<file path="config.mk">
export PLATFORM = sky130hd
export DESIGN_NAME = adpcm_nibble_encoder
export DESIGN_NICKNAME = d
export VERILOG_FILES = /design/src/design/adne_pkg.sv /design/src/design/adne_core.sv /design/src/design/adpcm_nibble_encoder.sv
export SDC_FILE = /design/constraint.sdc
export NUM_CORES = 1
export LEC_CHECK = 0
export BUFFER_PORTS_ARGS = -buffer_cell sky130_fd_sc_hd__buf_2
export CORE_MARGIN = 2
export CORE_UTILIZATION = 69
export CTS_CLUSTER_DIAMETER = 150
export CTS_CLUSTER_SIZE = 16
export DETAILED_ROUTE_END_ITERATION = 12
export PLACE_DENSITY = 0.88
export SYNTH_ARGS = -nofsm -noshare
export SYNTH_HDL_FRONTEND = slang
export SYNTH_SLANG_ARGS = --single-unit
export TNS_END_PERCENT = 1
</file>
<file path="constraint.sdc">
create_clock -name clk -period 30.2 [get_ports clk]
set_clock_uncertainty 0.15 [all_clocks]
set_input_delay 9.06 -clock clk [delete_from_list [all_inputs] [get_ports clk]]
set_output_delay 9.06 -clock clk [all_outputs]
set_load 0.02 [all_outputs]
</file>
<file path="src/design/adne_pkg.sv">
// adne_pkg: shared types, constants and the step position move table of the
// 4-bit ADPCM nibble encoder. No dependencies.
package adne_pkg;

  localparam logic [6:0] MAX_POSITION = 7'd88;
  localparam logic [6:0] STEP_BASE    = 7'd7;
  localparam logic [3:0] SIGN_BIT     = 4'b1000;

  // Encoder state carried from one sample to the next
  typedef struct packed {
    logic signed [15:0] predictor;
    logic [6:0]         position;
  } enc_state_t;

  // Step position move by magnitude bits (standard IMA index table)
  function automatic logic signed [4:0] position_move(input logic [2:0] mag);
    logic signed [4:0] mv;
    unique case (mag)
      3'd0, 3'd1, 3'd2, 3'd3: mv = -5'sd1;
      3'd4:                   mv = 5'sd2;
      3'd5:                   mv = 5'sd4;
      3'd6:                   mv = 5'sd6;
      3'd7:                   mv = 5'sd8;
      default:                mv = -5'sd1;
    endcase
    return mv;
  endfunction

endpackage

</file>
<file path="src/design/adne_core.sv">
// adne_core: combinational encode of one sample against the current state,
// giving the 4-bit code and the next predictor and step position.
// Depends on adne_pkg.
module adne_core (
  input  logic signed [15:0]   sample,
  input  adne_pkg::enc_state_t state_cur,
  output adne_pkg::enc_state_t state_nxt,
  output logic [3:0]           code
);

  logic [6:0]         pos;
  logic [6:0]         step;
  logic signed [16:0] diff;
  logic               neg;
  logic [16:0]        dabs;
  logic [16:0]        rem1;
  logic [16:0]        rem2;
  logic [2:0]         mag;
  logic signed [8:0]  pos_sum;
  logic [7:0]         recon;
  logic signed [17:0] pred_sum;
  logic signed [4:0]  mv;

  // Step from the clamped position
  assign pos  = (state_cur.position > adne_pkg::MAX_POSITION) ? adne_pkg::MAX_POSITION
                                                               : state_cur.position;
  assign step = pos + adne_pkg::STEP_BASE;

  // Difference at 17 bits, split into sign and magnitude
  assign diff = {sample[15], sample} - {state_cur.predictor[15], state_cur.predictor};
  assign neg  = diff[16];
  assign dabs = neg ? 17'(-diff) : 17'(diff);

  // Successive compares against step, step/2, step/4
  always_comb begin
    mag[2] = (dabs >= {10'd0, step});
    rem1   = mag[2] ? (dabs - {10'd0, step}) : dabs;
    mag[1] = (rem1 >= {11'd0, step[6:1]});
    rem2   = mag[1] ? (rem1 - {11'd0, step[6:1]}) : rem1;
    mag[0] = (rem2 >= {12'd0, step[6:2]});
  end

  assign code = (neg ? adne_pkg::SIGN_BIT : 4'd0) | {1'b0, mag};

  // Advance and clamp the step position
  assign mv      = adne_pkg::position_move(mag);
  assign pos_sum = $signed({2'b00, pos}) + {{4{mv[4]}}, mv};

  always_comb begin
    priority if (pos_sum < 0) begin
      state_nxt.position = 7'd0;
    end else if (pos_sum > $signed({2'b00, adne_pkg::MAX_POSITION})) begin
      state_nxt.position = adne_pkg::MAX_POSITION;
    end else begin
      state_nxt.position = pos_sum[6:0];
    end
  end

  // Reconstructed difference and saturating predictor update
  assign recon = {4'd0, step[6:3]}
               + (mag[2] ? {1'b0, step} : 8'd0)
               + (mag[1] ? {2'b00, step[6:1]} : 8'd0)
               + (mag[0] ? {3'b000, step[6:2]} : 8'd0);

  assign pred_sum = neg ? ({{2{state_cur.predictor[15]}}, state_cur.predictor} - {10'd0, recon})
                        : ({{2{state_cur.predictor[15]}}, state_cur.predictor} + {10'd0, recon});

  always_comb begin
    priority if (!pred_sum[17] && (pred_sum[16:15] != 2'b00)) begin
      state_nxt.predictor = 16'sh7FFF;
    end else if (pred_sum[17] && (pred_sum[16:15] != 2'b11)) begin
      state_nxt.predictor = -16'sh8000;
    end else begin
      state_nxt.predictor = pred_sum[15:0];
    end
  end

endmodule

</file>
<file path="src/design/adpcm_nibble_encoder.sv">
// adpcm_nibble_encoder: top level of the 4-bit ADPCM encoder with nibble packing.
// Depends on adne_pkg and adne_core.
//
//   channel | dir | tdata                    | tlast
//   in_     | in  | [15:0] sample (signed)   | end_of_block
//   out_    | out | [7:0]  code_byte         | block_end
//
// One sample per cycle while the output is not stalled; a sample is coded while it
// sits in the input register, and its byte is registered on the output as it moves on.
// The predictor and step position registers take their new values as a coded sample moves on.
// Reset clears the encoder state, the held nibble and both valid flags.
// A stalled output only holds back a sample that completes a byte.
module adpcm_nibble_encoder (
  input  logic        clk,
  input  logic        rst_n,
  input  logic        in_tvalid,
  output logic        in_tready,
  input  logic [15:0] in_tdata,   // [15:0] sample
  input  logic        in_tlast,
  output logic        out_tvalid,
  input  logic        out_tready,
  output logic [7:0]  out_tdata,  // [7:0] code_byte
  output logic        out_tlast
);

  logic                 in_valid_r;
  logic signed [15:0]   sample_r;
  logic                 eob_r;
  adne_pkg::enc_state_t state_r;
  adne_pkg::enc_state_t state_nxt;
  logic [3:0]           held_r;
  logic                 half_full_r;
  logic                 out_valid_r;
  logic [7:0]           out_byte_r;
  logic                 out_last_r;
  logic [3:0]           code;
  logic                 produces;
  logic                 out_free;
  logic                 advance;

  adne_core u_core (
    .sample    (sample_r),
    .state_cur (state_r),
    .state_nxt (state_nxt),
    .code      (code)
  );

  // Handshake: a sample moves on unless it needs the busy output register
  assign produces  = half_full_r | eob_r;
  assign out_free  = !out_valid_r | out_tready;
  assign advance   = in_valid_r & (!produces | out_free);
  assign in_tready = !in_valid_r | advance;

  // Input register
  always_ff @(posedge clk) begin
    if (!rst_n) begin
      in_valid_r <= 1'b0;
    end else if (in_tready) begin
      in_valid_r <= in_tvalid;
    end
    if (in_tready && in_tvalid) begin
      sample_r <= in_tdata;
      eob_r    <= in_tlast;
    end
  end

  // Encoder state and nibble packing
  always_ff @(posedge clk) begin
    if (!rst_n) begin
      state_r     <= '0;
      held_r      <= 4'd0;
      half_full_r <= 1'b0;
    end else if (advance) begin
      state_r <= state_nxt;
      if (produces) begin
        held_r      <= 4'd0;
        half_full_r <= 1'b0;
      end else begin
        held_r      <= code;
        half_full_r <= 1'b1;
      end
    end
  end

  // Output register: load a finished byte, drop it once transferred
  always_ff @(posedge clk) begin
    if (!rst_n) begin
      out_valid_r <= 1'b0;
    end else if (advance && produces) begin
      out_valid_r <= 1'b1;
    end else if (out_tready) begin
      out_valid_r <= 1'b0;
    end
    if (advance && produces) begin
      out_byte_r <= half_full_r ? {held_r, code} : {code, 4'd0};
      out_last_r <= half_full_r ? eob_r : 1'b1;
    end
  end

  assign out_tvalid = out_valid_r;
  assign out_tdata  = out_byte_r;
  assign out_tlast  = out_last_r;

`ifndef SYNTHESIS
  a_position_range: assert property (@(posedge clk) disable iff (!rst_n)
    state_r.position <= adne_pkg::MAX_POSITION)
    else $error("step position above maximum");

  a_hold_first: assert property (@(posedge clk) disable iff (!rst_n)
    advance && !half_full_r && !eob_r |=> half_full_r)
    else $error("first nibble not held");

  a_flush_lone: assert property (@(posedge clk) disable iff (!rst_n)
    advance && !half_full_r && eob_r |=> out_valid_r && out_last_r && out_byte_r[3:0] == 4'd0)
    else $error("lone nibble flush malformed");

  a_stall_cause: assert property (@(posedge clk) disable iff (!rst_n)
    in_valid_r && !advance |-> out_valid_r && !out_tready && produces)
    else $error("sample stalled without output back-pressure");
`endif

endmodule

</file>
# [Word-level counts from Yosys, hierarchy flattened]
# Memories as Yosys holds them, arrays and structs flattened.
# Cells that the tools add are included.
# Widths: inputs -> output; s select.
[word_totals] ff_bits=56 rom_bits=40 output_inout_bits=11 n_memories=1
[mem_list] name="(no name shown)" words=8 width=5 rd=1 rd_clocked_by_memory_dff=0 wr=0 line="adne_pkg.sv:18" source="unique case (mag)"
[op_classes] addsub=11 n_lt_le_gt_ge=6 n_eq_ne=1 n_mux=18 n_bitwise=6 n_reduce_logical=10
[op_table] operator="$mux 17" n=3
[op_table] operator="$mux 16" n=2
[op_table] operator="$mux 7" n=4
[op_table] operator="$mux 18" n=1
[op_table] operator="$add 16x9->17" n=1
[op_table] operator="$ge 17x5->1" n=1
[op_table] operator="$ge 17x6->1" n=1
[op_table] operator="$ge 17x7->1" n=1
[op_table] operator="$neg 17->17" n=1
[op_table] operator="$sub 16x16->17" n=1
[op_table] operator="$sub 16x9->17" n=1
[op_table] operator="$sub 17x6->17" n=1
[op_table] operator="$sub 17x7->17" n=1
[op_table] operator="$add 8x8->8" n=2
[op_table] operator="$add 8x5->9" n=1
[op_table] operator="$gt 9x8->1 const B" n=1
[op_table] operator="$lt 9x1->1 const B" n=1
[op_table] operator="$add 4x8->8" n=1
[op_table] operator="$mux 4" n=2
[op_table] operator="$mux 8" n=1
[op_table] operator="$add 7x3->7 const B" n=1
[op_table] operator="$gt 7x7->1 const B" n=1
[op_table] operator="$mux 6" n=1
[op_table] operator="$mux 5" n=1
[op_table] operator="8 further kinds" n=20

# [Logic depth before layout (Yosys ltp)]
[logic_depth] ltp_word=16 depth_mapped=78

# [By module]
# Synthesis repeated with hierarchy kept, for this count alone.
[hier_totals] cells_unflattened=877 area_unflattened_um2=7249.5
[modules_own_cells] module="adne_core" instances=1 cells_each=717 area_each_um2=5211.2 seq_area_each_um2=0.0
[modules_own_cells] module="adpcm_nibble_encoder" instances=1 cells_each=160 area_each_um2=2038.2 seq_area_each_um2=1381.3

# [Least setup slack after synthesis]
# OpenSTA, ideal clock, no wires.
[synth_timing] path_kind="input to output" start="input out_tready" end="output in_tready" arrival_time_ns=9.524 path_slack_ns=11.466 cell_stages=3 n_path_buf=0 path_cell_list="nand2b_1 -> nor2_1 -> nand2_1"
[synth_via] elab_chain_len=4
[synth_lines] item="from (decl)" line="adpcm_nibble_encoder.sv:21" source="input logic out_tready,"
[synth_lines] item="$or 1x1->1" line="adpcm_nibble_encoder.sv:50" source="assign out_free = !out_valid_r | out_tready;"
[synth_lines] item="$or 1x1->1" line="adpcm_nibble_encoder.sv:51" source="assign advance = in_valid_r & (!produces | out_free);"
[synth_lines] item="$and 1x1->1" line="adpcm_nibble_encoder.sv:51"
[synth_lines] item="$or 1x1->1" line="adpcm_nibble_encoder.sv:52" source="assign in_tready = !in_valid_r | advance;"
[synth_lines] item="to (decl)" line="adpcm_nibble_encoder.sv:17" source="output logic in_tready,"
# No other way between the ends.

# [Worst setup path in the final report]
# Ends and elaborated chain as after synthesis.

==> run summary <==
die area = 11400 sq um
Post-Syn Area = 7270 sq um
CP most frequent cell = buf_2
Post-synth EDFFs = 26
GPL Wtd Cong = 0.921
Reg clk slew, reported paths = 0.12 ns
TritonCTS Buffers = 5
outcome = completed
vias per cell = 6.35
Startpoint Class = input port
final hold violations = 0
Finish-stage setup viols = 0
initial antenna violation count = 0
CTS resizes = 0
Seq cells post-synth = 56
Initial DRC Count = 480
Post CTS Setup Buffer Count = 0
gr ovfl total = 0
top cell type by total area after synthesis = ha_1
Final nets = 1038
synth warn = 0
clock sink count = 56
hold crit path type = reg -> reg
wirelength, routed = 17200 microns
max-cap check violation count = 0
GRT Overall Usage = 30.8%
Post-synth top flop = dfxtp_1
critical-path maximum fanout = 3
CP max-delay cell = nand2b_1
vias in the first global route = 6327
per-cell routed wire length = 16.2 microns
Syn Area/Cell = 7.94 sq um
Final Core Density = 73.8%
CTS Hold Bufs = 0
ANT nets after route = 0
CP Class = in -> out
unrepaired setup endpoints after global routing = no
largest buffer count on any clock path = 2
fill cell count = 784
first-pass GRT wire length = 28700 microns
Peak VDD IR = 0.0000453 V
met2 wire length = 8040 microns
Worst path max stage delay = 0.17 ns
P&R area growth vs syn = 4.32%
Min Clock Period, post-route = 18.94 ns
metal3 WL = 1070 microns
routed length on met1 = 7440 microns
vias = 6757
largest net degree at the start of global routing = 36
Yosys top cell area share = 13.1%
total power = 0.530 mW
Max Clock Freq = 52.8 MHz
Post-Route Setup TNS = 0 ns
starting density of the core = 70.7%
CP Cell Sequence = buf_2, nand2b_1, nor2_1, nand2_1, buf_2
insertion delay to the later sink of the worst-skew pair = 0.33 ns
Chip Height = 107 microns
HPWL Detailed = 13300 microns
LEAKAGE = 3.31 nW
IO Port Bufs = 31
DR pass1 iterations = 7
Slew HR = 34.5%
max-slew violations = 0
Area contributors post-synth = ha_1, edfxtp_1, dfxtp_1
DRC = 0
share of layout cells above drive strength 1 = 10.1%
Net Count, Synth = 1026
row count = 37
Antenna diodes = 0
Final Cycle Share = 62.7%
TritonCTS clock tree = built
htree depth = 2
crit end category = primary output
I/O pin count = 32
post-synthesis async set-or-reset flop share = 0%
die span in x = 107 microns
Netlist cell types = 95
Hold WS = 0.334 ns
total core area = 10300 sq um
CP arrival = 9.73 ns
max layer used = met4
Root Buffer = clkbuf_8
Worst Tran Pin Value = 0.977 ns
sequential element share of the synthesized area = 19.0%
CP required = 20.99 ns
Pwr Density = 69.9 nW/um^2
Cells after Synth = 915
==> cell type report <==
| cell class | instances | area, sq um | share of cell area (%) |
|---|---|---|---|
| sequential | 56 | 1380 | 18.2 |
| clock buffer | 5 | 68.8 | 0.908 |
| timing repair buffer | 41 | 230 | 3.04 |
| multi-input combinational | 752 | 5440 | 71.7 |
| inverter | 71 | 267 | 3.52 |
| tap | 136 | 170 | 2.24 |
| clock inverter | 3 | 25.0 | 0.330 |
==> cells in the mapped netlist (all sizes together) (3+ instances only) <==
master and number:
nand3b 3, o31ai 11, o211a 3, or4 4, o22ai 3, nand2 77, o41ai 8, a31oi 10
a211oi 6, buf 13, nor2b 17, o21a 10, mux2 7, or2 7, nand2b 21, mux2i 5
a21boi 9, nor3 18, maj3 4, and2 17, a2bb2oi 3, nor2 75, fa 14, nand4 7
o211ai 11, and3 17, xnor2 44, ha 76, xor2 23, o21bai 13, nor4 6, o21ai 54
a21o 19, or3 6, clkbuf 23, dfxtp 30, inv 71, a21oi 81, o221ai 4, nand3 21
edfxtp 26
==> state kept, by name, indices dropped and copies added, names as in the netlist <==
signal and flops:
eob_r 1, state_r 23, sample_r 16, half_full_r 1, in_valid_r 1, out_tlast 1, held_r 4, out_tdata 8
out_tvalid 1
==> metrics by stage <==
| stage | instances | cell area (sq um) | worst slack, ns |
|---|---|---|---|
| 3_5_place_dp | 1056 | 7490 | 11.26 |
| 3_3_place_gp | 1056 | 7490 | 11.27 |
| 4_1_cts | 1064 | 7580 | 11.26 |
| 5_1_grt | 1064 | 7580 | 11.18 |
| 2_1_floorplan | 915 | 7270 | 11.47 |
| 6_report | 1064 | 7580 | 11.26 |
==> routing by layer <==
metal,vias to the layer above,global-route usage (%)
met5,-,0
met4,0,13.3
met3,49,3.40
met2,270,52.1
met1,3118,39.9
li1,3320,-
==> power by group <==
group	leakage (nW)	switching [mW]	total [mW]	internal, mW
registers	0.489	0.00387	0.0885	0.0846
logic	2.77	0.231	0.398	0.167
clock network	0.0452	0.0264	0.0434	0.0170
total	3.31	0.261	0.530	0.269
==> placed cells by master (no fill, tap or decap), drive strengths merged, types with 10 or more instances in the layout <==
cell type / netlist / layout
nand2: 77 / 77
o211ai: 11 / 11
nor2b: 17 / 17
nor2: 75 / 75
inv: 71 / 73
o31ai: 11 / 11
ha: 76 / 76
and3: 17 / 17
and2: 17 / 17
dfxtp: 30 / 30
o21bai: 13 / 13
o21ai: 54 / 54
a21o: 19 / 19
nand3: 21 / 21
o21a: 10 / 10
buf: 13 / 41
nand2b: 21 / 21
xnor2: 44 / 44
edfxtp: 26 / 26
nor3: 18 / 18
xor2: 23 / 23
fa: 14 / 14
a21oi: 81 / 81
a31oi: 10 / 10
==> worst paths after layout <==
kind                             startpoint           to  slack (ns)  depth (start not counted)
worst min-delay path              held_r[1]    held_r[1]        0.33                          2
worst max-delay path             out_tready    in_tready       11.26                          5
worst max register to register  sample_r[0]  state_r[14]       12.66                         74
worst min register to register    held_r[1]    held_r[1]        0.33                          2
==> kinds of logic after synthesis <==
group	after synthesis	synth area share, %
compound gates	275	25.8
flops	56	19.0
fa+ha+maj	94	17.5
simple gates	303	21.1
xor+xnor	68	8.49
mux	12	1.83
buf+inv	107	6.20
==> worst max-delay path, delay by kind of cell <==
kind,cells,cell delay [ns]
and+or+nand+nor,3,0.42
buffers and inverters,2,0.25
Note: power is estimated with default switching activity, not from simulation.
